[config.mk]
export PLATFORM = sky130hd
export DESIGN_NAME = echo_median_presence_qualifier
export DESIGN_NICKNAME = d
export VERILOG_FILES = /design/src/empq_pkg.sv /design/src/echo_median_presence_qualifier.sv /design/src/empq_qualify.sv /design/src/empq_median.sv /design/src/empq_debounce.sv
export SDC_FILE = /design/constraint.sdc
export NUM_CORES = 1
export LEC_CHECK = 0
export ABC_AREA = 1
export ABC_CLOCK_PERIOD_IN_PS = 7700
export BUFFER_PORTS_ARGS = -buffer_cell sky130_fd_sc_hd__buf_2
export CORE_MARGIN = 4
export CORE_UTILIZATION = 57
export DETAILED_ROUTE_END_ITERATION = 12
export PLACE_DENSITY = 0.89
export SYNTH_ARGS = -nofsm -noshare
export SYNTH_HDL_FRONTEND = slang
export SYNTH_HIERARCHICAL = 1
export SYNTH_SLANG_ARGS = --single-unit
[constraint.sdc]
create_clock -name clk -period 7.7 [get_ports clk]
set_clock_uncertainty 0.1 [all_clocks]
set_input_delay 0 -clock clk [delete_from_list [all_inputs] [get_ports clk]]
set_output_delay 0 -clock clk [all_outputs]
set_load 0.05 [all_outputs]
[src/empq_pkg.sv]
package empq_pkg;

  // Distance scaling: pulse_us * 1124 >> 8 gives 1/256 cm
  localparam logic [10:0] DIST_MUL   = 11'd1124;
  localparam int          DIST_SHIFT = 8;
  localparam int          PROD_W     = 25;
  localparam int          DIST_W     = 15;
  localparam int          PULSE_W    = 14;
  localparam int          RND_W      = 4;

  // Configuration register indexes
  typedef enum logic [2:0] {
    REG_TIMEOUT     = 3'd0,
    REG_MIN_DIST    = 3'd1,
    REG_MAX_DIST    = 3'd2,
    REG_DETECT_DIST = 3'd3,
    REG_RELEASE_DIST = 3'd4,
    REG_DETECT_RNDS = 3'd5,
    REG_RELEASE_RNDS = 3'd6,
    REG_INVALID_LIM = 3'd7
  } cfg_reg_e;

  // Reset values of the registers
  localparam logic [PULSE_W-1:0] TIMEOUT_RST     = 14'd12000;
  localparam logic [DIST_W-1:0]  MIN_DIST_RST    = 15'd256;
  localparam logic [DIST_W-1:0]  MAX_DIST_RST    = 15'd20480;
  localparam logic [DIST_W-1:0]  DETECT_DIST_RST = 15'd1024;
  localparam logic [DIST_W-1:0]  RELEASE_DIST_RST = 15'd1024;
  localparam logic [RND_W-1:0]   DETECT_RNDS_RST = 4'd2;
  localparam logic [RND_W-1:0]   RELEASE_RNDS_RST = 4'd2;
  localparam logic [RND_W-1:0]   INVALID_LIM_RST = 4'd5;

  // Summary of a finished round, handed to the debouncer
  typedef struct packed {
    logic              done;
    logic              any_valid;
    logic [DIST_W-1:0] median;
  } round_sum_t;

  // Debouncer settings
  typedef struct packed {
    logic [DIST_W-1:0] detect_dist;
    logic [DIST_W-1:0] release_dist;
    logic [RND_W-1:0]  detect_rounds;
    logic [RND_W-1:0]  release_rounds;
    logic [RND_W-1:0]  invalid_limit;
  } deb_cfg_t;

endpackage

[src/echo_median_presence_qualifier.sv]
// Echo median presence qualifier.
// Input channel (in_valid / in_stall): one echo word per measurement,
// echo_seen and pulse_us. Output channel (out_valid / out_stall): one
// result word per round of SAMPLES_PER_ROUND input words, carrying the
// debounced presence flag, the median distance and the valid sample count.
// Configuration: cfg_write with cfg_index and cfg_data writes one register
// at the clock edge. Users write only while the block is idle; unchecked.
// Timing: an input word is registered in the input register on acceptance;
// the result word of a round is captured in the result register when the
// round's last word leaves the input register. Throughput is one input
// word per cycle unless a round end waits on a held result, set by the
// single input register feeding the qualify, median and debounce logic.
// Reset (synchronous, active high) restores register defaults, empties
// the pipeline and clears round position and debounce counters.
// A stalled result word holds; input words that finish no round keep
// flowing, and only a round end waiting on a held result stalls the input.
module echo_median_presence_qualifier
  import empq_pkg::*;
#(
  parameter int SAMPLES_PER_ROUND = 3
) (
  input  logic               clk,
  input  logic               rst,
  // input channel
  input  logic               in_valid,
  output logic               in_stall,
  input  logic               echo_seen,
  input  logic [PULSE_W-1:0] pulse_us,
  // output channel
  output logic               out_valid,
  input  logic               out_stall,
  output logic               vehicle_present,
  output logic               reading_valid,
  output logic [DIST_W-1:0]  distance_q8,
  output logic [2:0]         valid_samples,
  // configuration
  input  logic               cfg_write,
  input  logic [2:0]         cfg_index,
  input  logic [DIST_W-1:0]  cfg_data
);

  localparam int CW = $clog2(SAMPLES_PER_ROUND + 1);

  // Configuration registers
  logic [PULSE_W-1:0] timeout_us;
  logic [DIST_W-1:0]  min_distance_q8, max_distance_q8;
  deb_cfg_t           deb_cfg;

  always_ff @(posedge clk) begin
    if (rst) begin
      timeout_us             <= TIMEOUT_RST;
      min_distance_q8        <= MIN_DIST_RST;
      max_distance_q8        <= MAX_DIST_RST;
      deb_cfg.detect_dist    <= DETECT_DIST_RST;
      deb_cfg.release_dist   <= RELEASE_DIST_RST;
      deb_cfg.detect_rounds  <= DETECT_RNDS_RST;
      deb_cfg.release_rounds <= RELEASE_RNDS_RST;
      deb_cfg.invalid_limit  <= INVALID_LIM_RST;
    end else if (cfg_write) begin
      unique case (cfg_reg_e'(cfg_index))
        REG_TIMEOUT:      timeout_us             <= cfg_data[PULSE_W-1:0];
        REG_MIN_DIST:     min_distance_q8        <= cfg_data;
        REG_MAX_DIST:     max_distance_q8        <= cfg_data;
        REG_DETECT_DIST:  deb_cfg.detect_dist    <= cfg_data;
        REG_RELEASE_DIST: deb_cfg.release_dist   <= cfg_data;
        REG_DETECT_RNDS:  deb_cfg.detect_rounds  <= cfg_data[RND_W-1:0];
        REG_RELEASE_RNDS: deb_cfg.release_rounds <= cfg_data[RND_W-1:0];
        REG_INVALID_LIM:  deb_cfg.invalid_limit  <= cfg_data[RND_W-1:0];
        default: ;
      endcase
    end
  end

  // Input register
  logic               s1_valid;
  logic               s1_seen;
  logic [PULSE_W-1:0] s1_pulse;
  logic               s1_fire, in_accept;

  // Round tracking and sample store
  logic [CW-1:0]     round_position, valid_in_round;
  logic [DIST_W-1:0] sample_store [SAMPLES_PER_ROUND];
  logic [DIST_W-1:0] cand [SAMPLES_PER_ROUND];
  logic [CW-1:0]     n_total;
  logic              round_end, store_wr;
  logic [DIST_W-1:0] sample_dist, median;
  logic              sample_ok;
  round_sum_t        round;
  logic              present_next;

  assign round_end = (round_position == CW'(SAMPLES_PER_ROUND - 1));
  assign s1_fire   = s1_valid && (!round_end || !out_valid || !out_stall);
  assign in_stall  = s1_valid && !s1_fire;
  assign in_accept = in_valid && !in_stall;

  always_ff @(posedge clk) begin
    if (rst) begin
      s1_valid <= 1'b0;
    end else if (in_accept) begin
      s1_valid <= 1'b1;
    end else if (s1_fire) begin
      s1_valid <= 1'b0;
    end
  end

  always_ff @(posedge clk) begin
    if (in_accept) begin
      s1_seen  <= echo_seen;
      s1_pulse <= pulse_us;
    end
  end

  empq_qualify u_qualify (
    .echo_seen       (s1_seen),
    .pulse_us        (s1_pulse),
    .timeout_us      (timeout_us),
    .min_distance_q8 (min_distance_q8),
    .max_distance_q8 (max_distance_q8),
    .sample_dist     (sample_dist),
    .sample_ok       (sample_ok)
  );

  assign store_wr = s1_fire && sample_ok && (valid_in_round < CW'(SAMPLES_PER_ROUND));
  assign n_total  = valid_in_round + CW'(store_wr);

  // Store view including the sample being written this cycle
  always_comb begin
    for (int i = 0; i < SAMPLES_PER_ROUND; i++) begin
      cand[i] = (store_wr && (valid_in_round == CW'(i))) ? sample_dist : sample_store[i];
    end
  end

  always_ff @(posedge clk) begin
    for (int i = 0; i < SAMPLES_PER_ROUND; i++) begin
      if (store_wr && (valid_in_round == CW'(i))) begin
        sample_store[i] <= sample_dist;
      end
    end
  end

  always_ff @(posedge clk) begin
    if (rst) begin
      round_position <= '0;
      valid_in_round <= '0;
    end else if (s1_fire) begin
      round_position <= round_end ? '0 : round_position + CW'(1);
      valid_in_round <= round_end ? '0 : n_total;
    end
  end

  empq_median #(
    .N  (SAMPLES_PER_ROUND),
    .CW (CW)
  ) u_median (
    .vals   (cand),
    .count  (n_total),
    .median (median)
  );

  assign round.done      = s1_fire && round_end;
  assign round.any_valid = (n_total != '0);
  assign round.median    = median;

  empq_debounce u_debounce (
    .clk          (clk),
    .rst          (rst),
    .round        (round),
    .cfg          (deb_cfg),
    .present_next (present_next)
  );

  // Result register
  always_ff @(posedge clk) begin
    if (rst) begin
      out_valid <= 1'b0;
    end else if (round.done) begin
      out_valid <= 1'b1;
    end else if (!out_stall) begin
      out_valid <= 1'b0;
    end
  end

  always_ff @(posedge clk) begin
    if (round.done) begin
      vehicle_present <= present_next;
      reading_valid   <= round.any_valid;
      distance_q8     <= median;
      valid_samples   <= 3'(n_total);
    end
  end

`ifndef SYNTHESIS
  a_pos_range: assert property (@(posedge clk) disable iff (rst)
    round_position < CW'(SAMPLES_PER_ROUND))
    else $error("round position out of range");

  a_valid_le_pos: assert property (@(posedge clk) disable iff (rst)
    valid_in_round <= round_position)
    else $error("more valid samples than items in round");

  a_result_consistent: assert property (@(posedge clk) disable iff (rst)
    out_valid |-> ((reading_valid == (valid_samples != 3'd0)) &&
                   (reading_valid || (distance_q8 == '0))))
    else $error("result fields inconsistent");

  a_stall_cause: assert property (@(posedge clk) disable iff (rst)
    in_stall |-> (s1_valid && out_valid && out_stall && round_end))
    else $error("input stalled without a held result");
`endif

endmodule

[src/empq_qualify.sv]
module empq_qualify
  import empq_pkg::*;
(
  input  logic               echo_seen,
  input  logic [PULSE_W-1:0] pulse_us,
  input  logic [PULSE_W-1:0] timeout_us,
  input  logic [DIST_W-1:0]  min_distance_q8,
  input  logic [DIST_W-1:0]  max_distance_q8,
  output logic [DIST_W-1:0]  sample_dist,
  output logic               sample_ok
);

  logic [PROD_W-1:0]            prod;
  logic [PROD_W-DIST_SHIFT-1:0] dist_full;

  // Scale width to distance; full width kept for the range check
  assign prod        = PROD_W'(pulse_us) * PROD_W'(DIST_MUL);
  assign dist_full   = prod[PROD_W-1:DIST_SHIFT];
  assign sample_dist = dist_full[DIST_W-1:0];

  assign sample_ok = echo_seen && (pulse_us != '0) && (pulse_us <= timeout_us) &&
                     (dist_full >= (PROD_W-DIST_SHIFT)'(min_distance_q8)) &&
                     (dist_full <= (PROD_W-DIST_SHIFT)'(max_distance_q8));

endmodule

[src/empq_median.sv]
module empq_median
  import empq_pkg::*;
#(
  parameter int N  = 3,
  parameter int CW = 2
) (
  input  logic [DIST_W-1:0] vals [N],
  input  logic [CW-1:0]     count,
  output logic [DIST_W-1:0] median
);

  logic [CW-1:0] rank [N];
  logic [CW-1:0] target;

  // Rank of each sample among the first count entries; ties broken by position
  always_comb begin
    for (int i = 0; i < N; i++) begin
      rank[i] = '0;
      for (int j = 0; j < N; j++) begin
        if ((j != i) && (CW'(j) < count) &&
            ((vals[j] < vals[i]) || ((vals[j] == vals[i]) && (j < i)))) begin
          rank[i] = rank[i] + CW'(1);
        end
      end
    end
  end

  // Upper middle rank; exactly one live entry matches when count is nonzero
  assign target = count >> 1;

  always_comb begin
    median = '0;
    for (int i = 0; i < N; i++) begin
      if ((CW'(i) < count) && (rank[i] == target)) begin
        median = median | vals[i];
      end
    end
  end

endmodule

[src/empq_debounce.sv]
module empq_debounce
  import empq_pkg::*;
(
  input  logic       clk,
  input  logic       rst,
  input  round_sum_t round,
  input  deb_cfg_t   cfg,
  output logic       present_next
);

  logic [RND_W-1:0] detect_count, detect_count_next;
  logic [RND_W-1:0] release_count, release_count_next;
  logic [RND_W-1:0] invalid_count, invalid_count_next;
  logic             present_flag, present_flag_next;
  logic [RND_W-1:0] det_inc, rel_inc, inv_inc;

  assign det_inc = detect_count + RND_W'(1);
  assign rel_inc = release_count + RND_W'(1);
  assign inv_inc = invalid_count + RND_W'(1);

  // Counted detect/release with an invalid-round limit
  always_comb begin
    detect_count_next  = detect_count;
    release_count_next = release_count;
    invalid_count_next = invalid_count;
    present_flag_next  = present_flag;
    if (round.done) begin
      if (round.any_valid) begin
        invalid_count_next = '0;
        if (!present_flag) begin
          release_count_next = '0;
          if (round.median < cfg.detect_dist) begin
            if (det_inc >= cfg.detect_rounds) begin
              present_flag_next = 1'b1;
              detect_count_next = '0;
            end else begin
              detect_count_next = det_inc;
            end
          end else begin
            detect_count_next = '0;
          end
        end else begin
          detect_count_next = '0;
          if (round.median >= cfg.release_dist) begin
            if (rel_inc >= cfg.release_rounds) begin
              present_flag_next  = 1'b0;
              release_count_next = '0;
            end else begin
              release_count_next = rel_inc;
            end
          end else begin
            release_count_next = '0;
          end
        end
      end else begin
        detect_count_next = '0;
        if (inv_inc >= cfg.invalid_limit) begin
          invalid_count_next = cfg.invalid_limit;
          release_count_next = '0;
          present_flag_next  = 1'b0;
        end else begin
          invalid_count_next = inv_inc;
        end
      end
    end
  end

  always_ff @(posedge clk) begin
    if (rst) begin
      detect_count  <= '0;
      release_count <= '0;
      invalid_count <= '0;
      present_flag  <= 1'b0;
    end else begin
      detect_count  <= detect_count_next;
      release_count <= release_count_next;
      invalid_count <= invalid_count_next;
      present_flag  <= present_flag_next;
    end
  end

  assign present_next = present_flag_next;

endmodule

==> summary.md, run 1 <==
| Metric | Value |
|---|---|
| Status | did not finish |
| Exit stage | 5_1_grt |
| Run Error | [ERROR GRT-0232] Routing congestion too high. Check the congestion heatmap in the GUI. |
| Post-synthesis net count | 1889 |
| Commonest cells post-synth | nand2_1 (315), inv_1 (276), ha_1 (202) |
| Synth Instances | between 1500 and 2000 |
| Synth area leaders | dfxtp_1 (24%), ha_1 (20%), nand2_1 (9.5%), inv_1 (8.3%), edfxtp_1 (8.2%) |
| Post-synth EDFFs | 34 |
| Row count | 53 |
| Worst_ep kind | sequential cell input |
| Top Ports | 60 |
| Top FF cell, synth | dfxtp_1 |
| Synth top area share | 24.01% |
| Post-Syn Area per Cell | 7.671 sq um |
| CTS sink count | 184 |
| Yosys top cell by area | dfxtp_1 |
| Most numerous cell in the Yosys netlist | nand2_1 |
| Die height | 156.1 um |
| Maximum root-to-sink buffer count | 2 |
| Largest net degree at the start of global routing | 81 |
| Synth Cell Area | 12500 sq um |
| GR Util All Layers | between 60% and 70% |
| CTS H-tree depth | 4 |
| Total congestion overflow | 3 |
| Post-synthesis register bit count | 184 |
| Routability cong. | 0.9526 |
| Unique masters post-synth | 52 |
| Initial core utilization | 58.74% |
| Sequential area share after synthesis | 32.18% |
| Final HPWL DP | about 27 mm |
| TritonCTS Buffers | 17 |
| Buffers on Ports | between 50 and 60 |
| Post-GRT worst EP | u_debounce/present_flag$_SDFF_PP0_/D |
| Root Buffer | clkbuf_16 |
| Die X | 156.1 um |
| Async set-or-reset flop fraction in the synthesized netlist | 0% |
| Ys Warns | 6 |
==> kinds of logic after synthesis <==
family | synth area share, %
AOI/OAI and AO/OA | 10.76
xor gates and xnor gates | 1.471
adders and majority gates | 23.25
buffers and inverters | 9.926
DFF | 32.18
other | 0.02999
and+or+nand+nor | 22.38
==> layer usage <==
metal / GRT overflow / global-route usage (%)
met1: 0 / 68.95
met5: 0 / 18.06
met4: 3 / 67.48
met3: 0 / 57.12
met2: 0 / 83.37
==> repair_timing <==
action | CTS
hold endpoints to repair | 114
hold buffers | 41
gates cloned | 3
setup endpoints to repair | 25
gates resized for setup | 234
pin swaps | 93
buffers inserted | 31
==> metrics by stage <==
stage          setup slack, ps  util (%)  cells  cell area [sq um]
2_1_floorplan           -345.6         -   1630              12770
3_5_place_dp             -1446     68.82   2115              14650
4_1_cts                  -1264     80.76   2222              17190
3_3_place_gp             -1200     68.82   2115              14650
==> inputs of run 2 (changes only) <==
Settings changed: ABC_CLOCK_PERIOD_IN_PS 7700 to 10000, CORE_UTILIZATION 57 to 40, PLACE_DENSITY 0.89 to not set, PLACE_DENSITY_LB_ADDON set to 0.15.
Clock period 7.7 ns to 10 ns, I/O delays scaled along.
==> run 2 against run 1 <==
The flow now finishes without violations. Synthesized cell count did not move. Synthesized area did not move.
==> summary.md, run 2 <==
| Metric | Value |
|---|---|
| Vias in the first global route | about 10000 |
| Worst path required time | around 10000 ps |
| Synth Cell Area | 12500 sq um (unchanged) |
| Initial core utilization | 40.67% (was 58.74%) |
| Final Hold Vio Count | 0 |
| Final ANT Viol Nets | 0 |
| Core area | 30750 sq um |
| Fin cells | 2170 |
| Clock power frac | 21.2% |
| Seq pwr share | 25.0% |
| Final Max Slew Viols | 0 |
| Max-cap violations | 0 |
| Routability cong. | 0.8795 (was 0.9526) |
| Cell mode on critical path | nand2_1 |
| Final Setup Violations | 0 |
| Clk_lat worst skew | roughly 440 ps |
| Crit path largest cell delay | between 500 and 600 ps |
| Row count | 64 (was 53) |
| Ratio of cells with drive above 1 in the final layout | between 10% and 20% |
| Most common cell after layout, fill and taps aside | nand2_1 |
| Synth area leaders | dfxtp_1 (24%), ha_1 (20%), nand2_1 (9.5%), inv_1 (8.3%), edfxtp_1 (8.2%) (unchanged) |
| Routed len/inst | ~15 um |
| Max_slew headroom | a little over half |
| # DRC | 0 |
| Ys Warns | 6 (unchanged) |
| Setup Crit Path Kind | reg2reg |
| Buffers on Ports | 58 (unchanged) |
| Fin area | 14620 sq um |
| Commonest non-fill, non-tap cells in the layout | nand2_1 (314), inv_1 (275), ha_1 (198), nor2_1 (191), dfxtp_1 (150) |
| CTS H-tree depth | 4 (unchanged) |
| Net Switching | 1.491 mW |
| FF+latch area | 4024 sq um |
| Fin nets | roughly 2000 |
| Commonest cells post-synth | nand2_1 (315), inv_1 (276), ha_1 (202) (unchanged) |
| Final period utilization | 92.64% |
| PD cells | 226.4 nW/um^2 |
| Top FF cell, synth | dfxtp_1 (unchanged) |
| Yosys top cell by area | dfxtp_1 (unchanged) |
| Min cycle time layout | 9264 ps |
| Status | completed (was did not finish) |
| Crit path max fanout | 30 |
| Filler cells | 3102 |
| Placed instance area | 13350 sq um (was 14650 sq um) |
| Root Buffer | clkbuf_16 (unchanged) |
| Via count | 10457 |
| TritonRoute pass-1 iters | 5 |
| WHS | between 150 and 200 ps |
| CTS tree | yes |
| Post-Syn Area per Cell | 7.671 sq um (unchanged) |
| Post-Route WL | 33.62 mm |
| CP max stage cell | fa_1 |
| Setup TNS Final | 0 ps |
| Largest net degree at the start of global routing | 73 |
| Full die area | 34150 sq um |
| Most numerous cell in the Yosys netlist | nand2_1 (unchanged) |
| Sequential area share after synthesis | 32.18% (unchanged) |
| DRT iter0 DRCs | 606 |
| Crit path launch type | flop |
| Placed Cells | 2080 (was 2115) |
| Multi-input gate area | 7382 sq um |
| Max rail drop VDD | roughly 0.15 mV |
| Maximum root-to-sink buffer count | 2 (unchanged) |
| Crit path capture type | flop |
| Die X | 184.8 um (was 156.1 um) |
| Worst Tran Pin Value | 684.8 ps |
| Combinational share of power | 53.8% |
| Worst min path class | in2reg |
| Biggest register | sample_store |
| Unique masters post-synth | 52 (unchanged) |
| Leak | 7.250 nW |
| Post-synthesis net count | 1889 (unchanged) |
| CP top delay family | adder cells |
| Total congestion overflow | 0 |
| Async set-or-reset flop fraction in the synthesized netlist | 0% (unchanged) |
| Antenna cell count | 0 |
| Synth top area share | 24.01% (unchanged) |
| Synth Instances | 1630 (unchanged) |
| Global-route wire length before repair | 53.83 mm |
| Area grow syn2layout | 16.88% |
| Top Ports | 60 (unchanged) |
| Tot Pwr | 3.310 mW |
| Post-synth EDFFs | 34 (unchanged) |
| Cell internal pwr | approximately 1.8 mW |
| TritonCTS Buffers | 17 (unchanged) |
| DR vias/cell | 4.819 |
| Die height | 184.8 um (was 156.1 um) |
| GR Util All Layers | around 20% |
| CTS sink count | 184 (unchanged) |
| Worst-path clk slew | about 70 ps |
| Post-synthesis register bit count | 184 (unchanged) |
| Worst path arrival time | 9530 ps |
| Final HPWL DP | 25.76 mm (was 27.06 mm) |
| Switching share of power | 45.05% |
| Largest regs | sample_store x45, deb_cfg x42 |
| Max reg flops | 45 |
| Initial antenna violation count | 0 |
| CP Buf/Inv Count | 9 |
| Peak Freq | 107.9 MHz |
==> run 2: cell counts after synthesis <==
Identical to the previous run, type by type.
==> run 2: power by group through the flow <==
| stage | logic [mW] | registers [mW] | clock network [mW] |
|---|---|---|---|
| 3_5_place_dp | 1.67 | 0.847 | 0 |
| 5_1_grt | 2.04 | 0.834 | 0.745 |
| 6_report | 1.78 | 0.828 | 0.700 |
| 3_3_place_gp | 1.65 | 0.847 | 0 |
| 2_1_floorplan | 1.17 | 0.839 | 0 |
| 4_1_cts | 1.69 | 0.830 | 0.717 |
==> run 2: stage by stage <==
stage	util, %	setup slack, ps
finish	47.53	736.0
global route	47.53	-30.84
CTS	46.57	154.8
detailed placement	43.42	190.4
global placement	43.42	241.9
floorplan	-	1732
==> run 2: path summary, 6_finish.rpt <==
| kind | endpoint | slack [ps] | from | cells after the start |
|---|---|---|---|---|
| max | u_debounce/detect_count[1] | 740 | s1_pulse[6] | 56 |
| min | s1_seen | 170 | echo_seen | 2 |
| max reg2reg | u_debounce/detect_count[1] | 740 | s1_pulse[6] | 56 |
| min reg2reg | deb_cfg[22] | 360 | deb_cfg[22] | 2 |
==> run 2: per-layer routing <==
layer / up-vias / wire length [um] / GRT usage (%)
met3: 31 / 932 / 2.612
met1: 4773 / 16430 / 27.69
met2: 157 / 15690 / 33.68
met4: 0 / 558 / 5.021
li1: 5496 / - / -
met5: - / 0 / 0
==> run 2: logic make-up after synthesis <==
kind of cell               count (synthesis)  share of synthesized area [%]
and+or+nand+nor                          644                          22.38
buffers and inverters                    315                          9.926
AOI/OAI and AO/OA                        244                          10.76
adders and majority gates                221                          23.25
DFF                                      184                          32.18
xor gates and xnor gates                  21                          1.471
other                                      1                        0.02999
==> run 2: layout make-up <==
type	count	share of cell area, %
repair buffers	145	7.285
flip-flops and latches	184	27.53
well taps	396	3.390
multi-input cells	1131	50.51
clock inverters	13	0.9331
clock buffers	19	3.108
inverters	282	7.243
==> run 2: repair_timing <==
item	in CTS	in global routing
setup endpoints to repair	0	10
endpoints found under the hold margin	114	0
hold buffers	38	0
setup buffers	0	19
gates resized for setup	0	35
Power figures use the tool's default switching activity.
